$ cat config.mk
export PLATFORM = sky130hd
export DESIGN_NAME = circular_deque_unit
export DESIGN_NICKNAME = d
export VERILOG_FILES = /design/src/hw/rtl/cdq_pkg.sv /design/src/hw/rtl/cdq_cell.sv /design/src/hw/rtl/circular_deque_unit.sv
export SDC_FILE = /design/constraint.sdc
export NUM_CORES = 2
export LEC_CHECK = 0
export BUFFER_PORTS_ARGS = -buffer_cell sky130_fd_sc_hd__buf_2
export CELL_PAD_IN_SITES_DETAIL_PLACEMENT = 1
export CELL_PAD_IN_SITES_GLOBAL_PLACEMENT = 2
export CORE_MARGIN = 5
export CORE_UTILIZATION = 31
export DETAILED_ROUTE_END_ITERATION = 6
export PLACE_DENSITY_LB_ADDON = 0.1
export SLEW_MARGIN = 15
export SYNTH_ARGS = -nofsm -noshare
export SYNTH_HDL_FRONTEND = slang
export SYNTH_SLANG_ARGS = --single-unit
$ cat constraint.sdc
create_clock -name clk -period 5.42 [get_ports clk]
set_input_delay 0.813 -clock clk [delete_from_list [all_inputs] [get_ports clk]]
set_output_delay 0.813 -clock clk [all_outputs]
set_load 0.05 [all_outputs]
$ cat src/hw/rtl/cdq_pkg.sv
`default_nettype none
// ----------------------------------------------------------------------------
// cdq_pkg: shared types and constants of the circular deque
// Operation codes, word width, default depth and the per-cell command bundle.
// ----------------------------------------------------------------------------
package cdq_pkg;

    localparam int WORD_W        = 32;
    localparam int OP_W          = 3;
    localparam int DEPTH_DEFAULT = 16;

    localparam logic [OP_W-1:0] OP_NONE       = 3'd0;
    localparam logic [OP_W-1:0] OP_PUSH_FRONT = 3'd1;
    localparam logic [OP_W-1:0] OP_PUSH_REAR  = 3'd2;
    localparam logic [OP_W-1:0] OP_POP_FRONT  = 3'd3;
    localparam logic [OP_W-1:0] OP_POP_REAR   = 3'd4;

    localparam logic signed [WORD_W-1:0] MINUS_ONE = '1;

    // Chain A keeps the deque front-first, chain B keeps it rear-first.
    typedef struct packed {
        logic a_shr;  // shift toward higher cells, cell 0 loads the beat value
        logic a_shl;  // shift toward cell 0
        logic a_wr;   // the cell at the fill level loads the beat value
        logic b_shr;
        logic b_shl;
        logic b_wr;
    } cell_cmd_t;

endpackage
`default_nettype wire

$ cat src/hw/rtl/cdq_cell.sv
`default_nettype none
// ----------------------------------------------------------------------------
// cdq_cell: one storage cell of the deque row
// Holds one word of each chain and takes a neighbor word or the beat value.
// ----------------------------------------------------------------------------
module cdq_cell #(
    parameter int CNT_W = 5,
    parameter int IDX   = 0
) (
    input  wire                                  clk,
    input  cdq_pkg::cell_cmd_t                   cmd,
    input  wire         [CNT_W-1:0]              fill,
    input  wire  signed [cdq_pkg::WORD_W-1:0]    value,
    input  wire  signed [cdq_pkg::WORD_W-1:0]    a_left,
    input  wire  signed [cdq_pkg::WORD_W-1:0]    a_right,
    input  wire  signed [cdq_pkg::WORD_W-1:0]    b_left,
    input  wire  signed [cdq_pkg::WORD_W-1:0]    b_right,
    output logic signed [cdq_pkg::WORD_W-1:0]    a_word,
    output logic signed [cdq_pkg::WORD_W-1:0]    b_word
);

    logic signed [cdq_pkg::WORD_W-1:0] a_reg;
    logic signed [cdq_pkg::WORD_W-1:0] a_next;
    logic signed [cdq_pkg::WORD_W-1:0] b_reg;
    logic signed [cdq_pkg::WORD_W-1:0] b_next;
    logic                              at_fill;

    assign at_fill = (fill == CNT_W'(IDX));

    always_comb
    begin
        a_next = a_reg;
        if (cmd.a_shr)
        begin
            a_next = a_left;
        end
        else if (cmd.a_shl)
        begin
            a_next = a_right;
        end
        else if (cmd.a_wr && at_fill)
        begin
            a_next = value;
        end

        b_next = b_reg;
        if (cmd.b_shr)
        begin
            b_next = b_left;
        end
        else if (cmd.b_shl)
        begin
            b_next = b_right;
        end
        else if (cmd.b_wr && at_fill)
        begin
            b_next = value;
        end
    end

    always_ff @(posedge clk)
    begin
        a_reg <= a_next;
        b_reg <= b_next;
    end

    assign a_word = a_reg;
    assign b_word = b_reg;

endmodule
`default_nettype wire

$ cat src/hw/rtl/circular_deque_unit.sv
`default_nettype none
// ----------------------------------------------------------------------------
// circular_deque_unit: double-ended queue of signed 32-bit words
// A row of cells holds two copies of the deque, one front-first and one
// rear-first; both ends sit in cell 0 and every operation shifts one chain.
//
//   channel  direction  handshake            payload
//   in       sink       in_valid / in_stall   operation, item_value
//   out      source     out_valid / out_stall accepted, popped_value,
//                                             front_value, rear_value,
//                                             is_empty, is_full
//
// One beat per clock unless in_stall is high: the whole cell row updates
// in the cycle a beat is accepted and its result is registered for the next cycle.
// in_stall rises only while a result waits in the output register.
// Reset empties the deque at once; no clearing pass is needed.
// ----------------------------------------------------------------------------
module circular_deque_unit #(
    parameter int DEPTH = cdq_pkg::DEPTH_DEFAULT
) (
    input  wire                                 clk,
    input  wire                                 rst_n,
    input  wire                                 in_valid,
    output logic                                in_stall,
    input  wire         [cdq_pkg::OP_W-1:0]     operation,
    input  wire  signed [cdq_pkg::WORD_W-1:0]   item_value,
    output logic                                out_valid,
    input  wire                                 out_stall,
    output logic                                accepted,
    output logic signed [cdq_pkg::WORD_W-1:0]   popped_value,
    output logic signed [cdq_pkg::WORD_W-1:0]   front_value,
    output logic signed [cdq_pkg::WORD_W-1:0]   rear_value,
    output logic                                is_empty,
    output logic                                is_full
);

    localparam int              CNT_W = $clog2(DEPTH + 1);
    localparam logic [CNT_W-1:0] FULL_CNT = CNT_W'(DEPTH);
    localparam logic [CNT_W-1:0] ONE_CNT  = CNT_W'(1);

    logic signed [cdq_pkg::WORD_W-1:0] a_word [DEPTH];
    logic signed [cdq_pkg::WORD_W-1:0] b_word [DEPTH];

    cdq_pkg::cell_cmd_t cmd;

    logic                 in_acc;
    logic [CNT_W-1:0]     count_reg;
    logic [CNT_W-1:0]     count_next;
    logic                 empty_now;
    logic                 last_now;
    logic                 push_front_ok;
    logic                 push_rear_ok;
    logic                 pop_front_ok;
    logic                 pop_rear_ok;
    logic                 ok;

    logic                              out_valid_reg;
    logic                              out_valid_next;
    logic                              accepted_reg;
    logic signed [cdq_pkg::WORD_W-1:0] popped_reg;
    logic signed [cdq_pkg::WORD_W-1:0] front_reg;
    logic signed [cdq_pkg::WORD_W-1:0] rear_reg;
    logic                              empty_reg;
    logic                              full_reg;
    logic signed [cdq_pkg::WORD_W-1:0] popped_next;
    logic signed [cdq_pkg::WORD_W-1:0] front_next;
    logic signed [cdq_pkg::WORD_W-1:0] rear_next;

    assign in_stall  = out_valid_reg && out_stall;
    assign in_acc    = in_valid && !in_stall;
    assign empty_now = (count_reg == '0);
    assign last_now  = (count_reg == ONE_CNT);

    assign push_front_ok = in_acc && (operation == cdq_pkg::OP_PUSH_FRONT)
                           && (count_reg != FULL_CNT);
    assign push_rear_ok  = in_acc && (operation == cdq_pkg::OP_PUSH_REAR)
                           && (count_reg != FULL_CNT);
    assign pop_front_ok  = in_acc && (operation == cdq_pkg::OP_POP_FRONT) && !empty_now;
    assign pop_rear_ok   = in_acc && (operation == cdq_pkg::OP_POP_REAR) && !empty_now;
    assign ok = push_front_ok || push_rear_ok || pop_front_ok || pop_rear_ok;

    // A push at one end shifts its own chain and drops the word at the fill
    // level of the other chain.
    assign cmd.a_shr = push_front_ok;
    assign cmd.a_shl = pop_front_ok;
    assign cmd.a_wr  = push_rear_ok;
    assign cmd.b_shr = push_rear_ok;
    assign cmd.b_shl = pop_rear_ok;
    assign cmd.b_wr  = push_front_ok;

    genvar gi;
    generate
        for (gi = 0; gi < DEPTH; gi++)
        begin : g_cell
            logic signed [cdq_pkg::WORD_W-1:0] a_left;
            logic signed [cdq_pkg::WORD_W-1:0] a_right;
            logic signed [cdq_pkg::WORD_W-1:0] b_left;
            logic signed [cdq_pkg::WORD_W-1:0] b_right;

            if (gi == 0)
            begin : g_first
                assign a_left = item_value;
                assign b_left = item_value;
            end
            else
            begin : g_mid
                assign a_left = a_word[gi-1];
                assign b_left = b_word[gi-1];
            end

            if (gi == DEPTH - 1)
            begin : g_last
                assign a_right = a_word[gi];
                assign b_right = b_word[gi];
            end
            else
            begin : g_inner
                assign a_right = a_word[gi+1];
                assign b_right = b_word[gi+1];
            end

            cdq_cell #(
                .CNT_W (CNT_W),
                .IDX   (gi)
            ) u_cell (
                .clk     (clk),
                .cmd     (cmd),
                .fill    (count_reg),
                .value   (item_value),
                .a_left  (a_left),
                .a_right (a_right),
                .b_left  (b_left),
                .b_right (b_right),
                .a_word  (a_word[gi]),
                .b_word  (b_word[gi])
            );
        end
    endgenerate

    always_comb
    begin
        count_next = count_reg;
        if (push_front_ok || push_rear_ok)
        begin
            count_next = count_reg + ONE_CNT;
        end
        else if (pop_front_ok || pop_rear_ok)
        begin
            count_next = count_reg - ONE_CNT;
        end
    end

    // Ends of the deque as they stand after this beat.
    always_comb
    begin
        popped_next = cdq_pkg::MINUS_ONE;
        front_next  = empty_now ? cdq_pkg::MINUS_ONE : a_word[0];
        rear_next   = empty_now ? cdq_pkg::MINUS_ONE : b_word[0];
        if (push_front_ok)
        begin
            front_next = item_value;
            rear_next  = empty_now ? item_value : b_word[0];
        end
        else if (push_rear_ok)
        begin
            front_next = empty_now ? item_value : a_word[0];
            rear_next  = item_value;
        end
        else if (pop_front_ok)
        begin
            popped_next = a_word[0];
            front_next  = last_now ? cdq_pkg::MINUS_ONE : a_word[1];
            rear_next   = last_now ? cdq_pkg::MINUS_ONE : b_word[0];
        end
        else if (pop_rear_ok)
        begin
            popped_next = b_word[0];
            front_next  = last_now ? cdq_pkg::MINUS_ONE : a_word[0];
            rear_next   = last_now ? cdq_pkg::MINUS_ONE : b_word[1];
        end
    end

    assign out_valid_next = in_acc || (out_valid_reg && out_stall);

    always_ff @(posedge clk or negedge rst_n)
    begin
        if (!rst_n)
        begin
            count_reg     <= '0;
            out_valid_reg <= 1'b0;
        end
        else
        begin
            count_reg     <= count_next;
            out_valid_reg <= out_valid_next;
        end
    end

    always_ff @(posedge clk)
    begin
        if (in_acc)
        begin
            accepted_reg <= ok;
            popped_reg   <= popped_next;
            front_reg    <= front_next;
            rear_reg     <= rear_next;
            empty_reg    <= (count_next == '0);
            full_reg     <= (count_next == FULL_CNT);
        end
    end

    assign out_valid    = out_valid_reg;
    assign accepted     = accepted_reg;
    assign popped_value = popped_reg;
    assign front_value  = front_reg;
    assign rear_value   = rear_reg;
    assign is_empty     = empty_reg;
    assign is_full      = full_reg;

    a_count_range: assert property (@(posedge clk) disable iff (!rst_n)
        count_reg <= FULL_CNT)
        else $error("deque fill level beyond depth");

    a_flags_exclusive: assert property (@(posedge clk) disable iff (!rst_n)
        out_valid_reg |-> !(empty_reg && full_reg))
        else $error("result flags both empty and full");

    a_count_holds: assert property (@(posedge clk) disable iff (!rst_n)
        !in_acc |=> $stable(count_reg))
        else $error("fill level moved without an input beat");

    a_push_not_empty: assert property (@(posedge clk) disable iff (!rst_n)
        (in_acc && ((operation == cdq_pkg::OP_PUSH_FRONT)
                 || (operation == cdq_pkg::OP_PUSH_REAR)))
        |=> (!empty_reg && out_valid_reg))
        else $error("push beat left the deque empty");

    a_pop_empty_refused: assert property (@(posedge clk) disable iff (!rst_n)
        (in_acc && empty_now && ((operation == cdq_pkg::OP_POP_FRONT)
                              || (operation == cdq_pkg::OP_POP_REAR)))
        |=> (!accepted_reg && (popped_reg == cdq_pkg::MINUS_ONE)))
        else $error("pop from empty deque not refused");

endmodule
`default_nettype wire
==> results.py <==
metrics = {
    "outcome": {
        "status": "finished, final reports clean",
    },
    "clock_tree": {
        "clkLatencyLatePin_ps": 760,
        "ctsHoldBuffers": 1,
        "cts_buffers": 136,
        "cts-resized-gates": 0,
        "cts-root-buf": "clkbuf_16",
        "post-cts-setup-buffers": 0,
        "cts.clk_slew.worst_paths_ps": 60,
        "clkSinkCount": 1129,
        "htreeDepth": 4,
        "clk_path_buf_depth": 3,
        "cts_tree": "built",
    },
    "logic_synthesis": {
        "yosysMostFrequentCell": "edfxtp_1",
        "synthTopCellsByArea": "edfxtp_1, a221o_1, nand2_1",
        "yosysTopAreaCellShare": 0.692,
        "async_flop_share": 0.00531,
        "syn_nets": 3281,
        "synth_ff_type": "edfxtp_1",
        "syn_area_um2": 48700,
        "ys_seq_area_frac": 0.695,
        "postSynthCellCount": 3236,
        "synth_common_cells": "edfxtp_1, a221o_1, nand2_1",
        "syn_area_per_cell_um2": 15.1,
        "synth_top_cell_by_area": "edfxtp_1",
        "synth_cell_types": 53,
        "synth-seq-cells": 1129,
        "synth_edf_count": 1123,
        "synth-warning-count": 0,
    },
    "global_route": {
        "grt_usage": 0.192,
        "antenna_found_initial": 14,
        "grt_max_degree": 213,
        "grt_pass1_wl_um": 234000,
        "grt_pass1_vias": 33200,
        "grt_overflow": 0,
    },
    "worst_hold_path": {
        "hp-start": "in_valid",
        "hold_path_end": "out_valid$_DFF_PN0_",
        "hold_depth": 2,
        "holdCritPathClass": "input pin to flop",
    },
    "finish": {
        "fill_cells": 15700,
        "drive_above_1_share": 0.143,
        "fin_util": 0.357,
        "final_cells": 5400,
        "area_growth_pct": 14.4,
        "nets": 3277,
    },
    "drt": {
        "wl_um": 164000,
        "route.met2.wl_um": 74200,
        "wl_met1_um": 75000,
        "drcViolationCount": 0,
        "highest_layer": "met4",
        "via_count": 32500,
        "wl_met3_um": 10200,
        "ant_nets": 0,
        "wl_per_cell_um": 30.4,
        "dr.pass1.iters": 7,
        "routed_via_density": 6.01,
        "drt_iter0_markers": 3401,
    },
    "setup_path": {
        "startpoint_type": "flop",
        "critPathMaxFanout": 95,
        "r2r_start": "count_reg[0]$_DFF_PN0_",
        "r2r_cells": 7,
        "cp.arrival_ps": 5080,
        "cp-end-kind": "flop",
        "cpPeakStageDelay_ps": 900,
        "crit_buf_inv": 3,
        "cp_common_cell": "buf_4",
        "path_cells": "inv_1 -> ha_1 -> or4b_1 -> and3_4 -> buf_4 -> buf_4 -> a221o_1",
        "crit_family": "buffers and inverters",
        "required_ps": 6020,
        "critPathSlowestCell": "buf_4",
        "r2r_slack_ps": 950,
        "r2r_end": "g_cell[9].u_cell.b_word[5]$_DFFE_PP_",
        "crit_start": "count_reg[0]$_DFF_PN0_",
        "critical_path_class": "flop to flop",
    },
    "place": {
        "dp_hpwl_um": 96500,
        "io_buffers": 139,
        "place_worst_setup_slack_ps": 839,
        "gp_congestion": 0.752,
        "place_inst": 5148,
    },
    "timing": {
        "setup_ws_ps": 945,
        "finalSetupViolCount": 0,
        "tightest_slew_ps": 1220,
        "post-route-min-period_ps": 4470,
        "setup_tns_ps": 0,
        "timing.fmax_ghz": 0.223,
        "maxSlewHeadroom": 0.185,
        "finalCritPeriodShare": 0.826,
        "slew_viol_final": 0,
        "rsz0062_at_grt": "false",
        "skew_ps": 21.2,
        "hold_viol_final": 0,
    },
    "die": {
        "ios": 140,
        "start_util": 0.312,
        "die_x_um": 407,
        "row_count": 145,
        "dieArea_um2": 165000,
        "coreArea_um2": 156000,
        "fp.dieH_um": 407,
    },
    "power": {
        "powerDensity_nw_per_um2": 379,
        "vdd_drop_max_v": 0.000319,
        "power.leakage_nw": 18.5,
    },
    "job": {
        "drv_cap": 0,
    },
}
-- worst register-to-register path, cell delays in order, from the launching register on --
cell and delay (ps):
dfrtp_1 460, inv_1 130, ha_1 350, or4b_1 560
and3_4 670, buf_4 920, buf_4 920, a221o_1 320
-- placed cells by master, fill, tap and decap left out, types with 20 or more instances in the layout --
cell type	n
a221o_1	896
and2_1	23
and2_2	38
buf_2	139
buf_4	60
clkbuf_1	39
clkbuf_16	143
clkinv_1	35
edfxtp_1	1123
nand2_1	415
nor2_1	92
nor3_1	43
o21a_1	20
o22a_1	32
o22ai_1	52
-- cells by family after synthesis --
kind of cell,count (synthesis),synth area share
flops,1129,0.695
buf+inv,372,0.0347
fa+ha+maj,6,0.00154
simple gates,660,0.0592
xor+xnor,4,0.000719
compound gates,1065,0.209
-- layout make-up --
class / count / area, µm² / area share
Antenna cell: 8 / 20.0 / 0.000359
Multi-Input combinational cell: 1735 / 13500 / 0.242
Timing Repair Buffer: 223 / 1660 / 0.0298
Clock inverter: 58 / 407 / 0.00729
Sequential cell: 1129 / 33900 / 0.607
Clock buffer: 182 / 3720 / 0.0668
Tap cell: 2058 / 2570 / 0.0462
Inverter: 7 / 30.0 / 0.000538
-- report_power, final --
part	internal, mW	switching [mW]	total (mW)
Sequential	10.1	0.268	10.4
Clock	5.00	3.69	8.69
Combinational	0.655	1.37	2.02
-- metrics by stage --
stage / power (mW) / hold WS [ps] / area (µm²)
2_1_floorplan: 11.8 / 510 / 48700
3_3_place_gp: 12.5 / 529 / 51400
3_5_place_dp: 12.6 / 535 / 51500
4_1_cts: 21.4 / 206 / 55700
5_1_grt: 21.9 / 246 / 55700
6_report: 21.1 / 276 / 55800
-- metal layers --
metal / global-route usage / vias to the layer above
met1: 0.272 / 17400
met3: 0.0344 / 236
met5: 0 / -
li1: - / 13700
met2: 0.299 / 1140
met4: 0.0615 / 0
-- how the worst max path moves through the flow --
stage | endpoint | depth (start not counted)
floorplan | g_cell[14].u_cell.b_word[0]$_DFFE_PP_ | 9
global placement | is_full$_DFFE_PN_ | 10
detailed placement | is_full$_DFFE_PN_ | 10
CTS | g_cell[10].u_cell.a_word[15]$_DFFE_PP_ | 7
global route | g_cell[9].u_cell.b_word[5]$_DFFE_PP_ | 7
finish | g_cell[9].u_cell.b_word[5]$_DFFE_PP_ | 7
(Power assumes the default switching activity.)
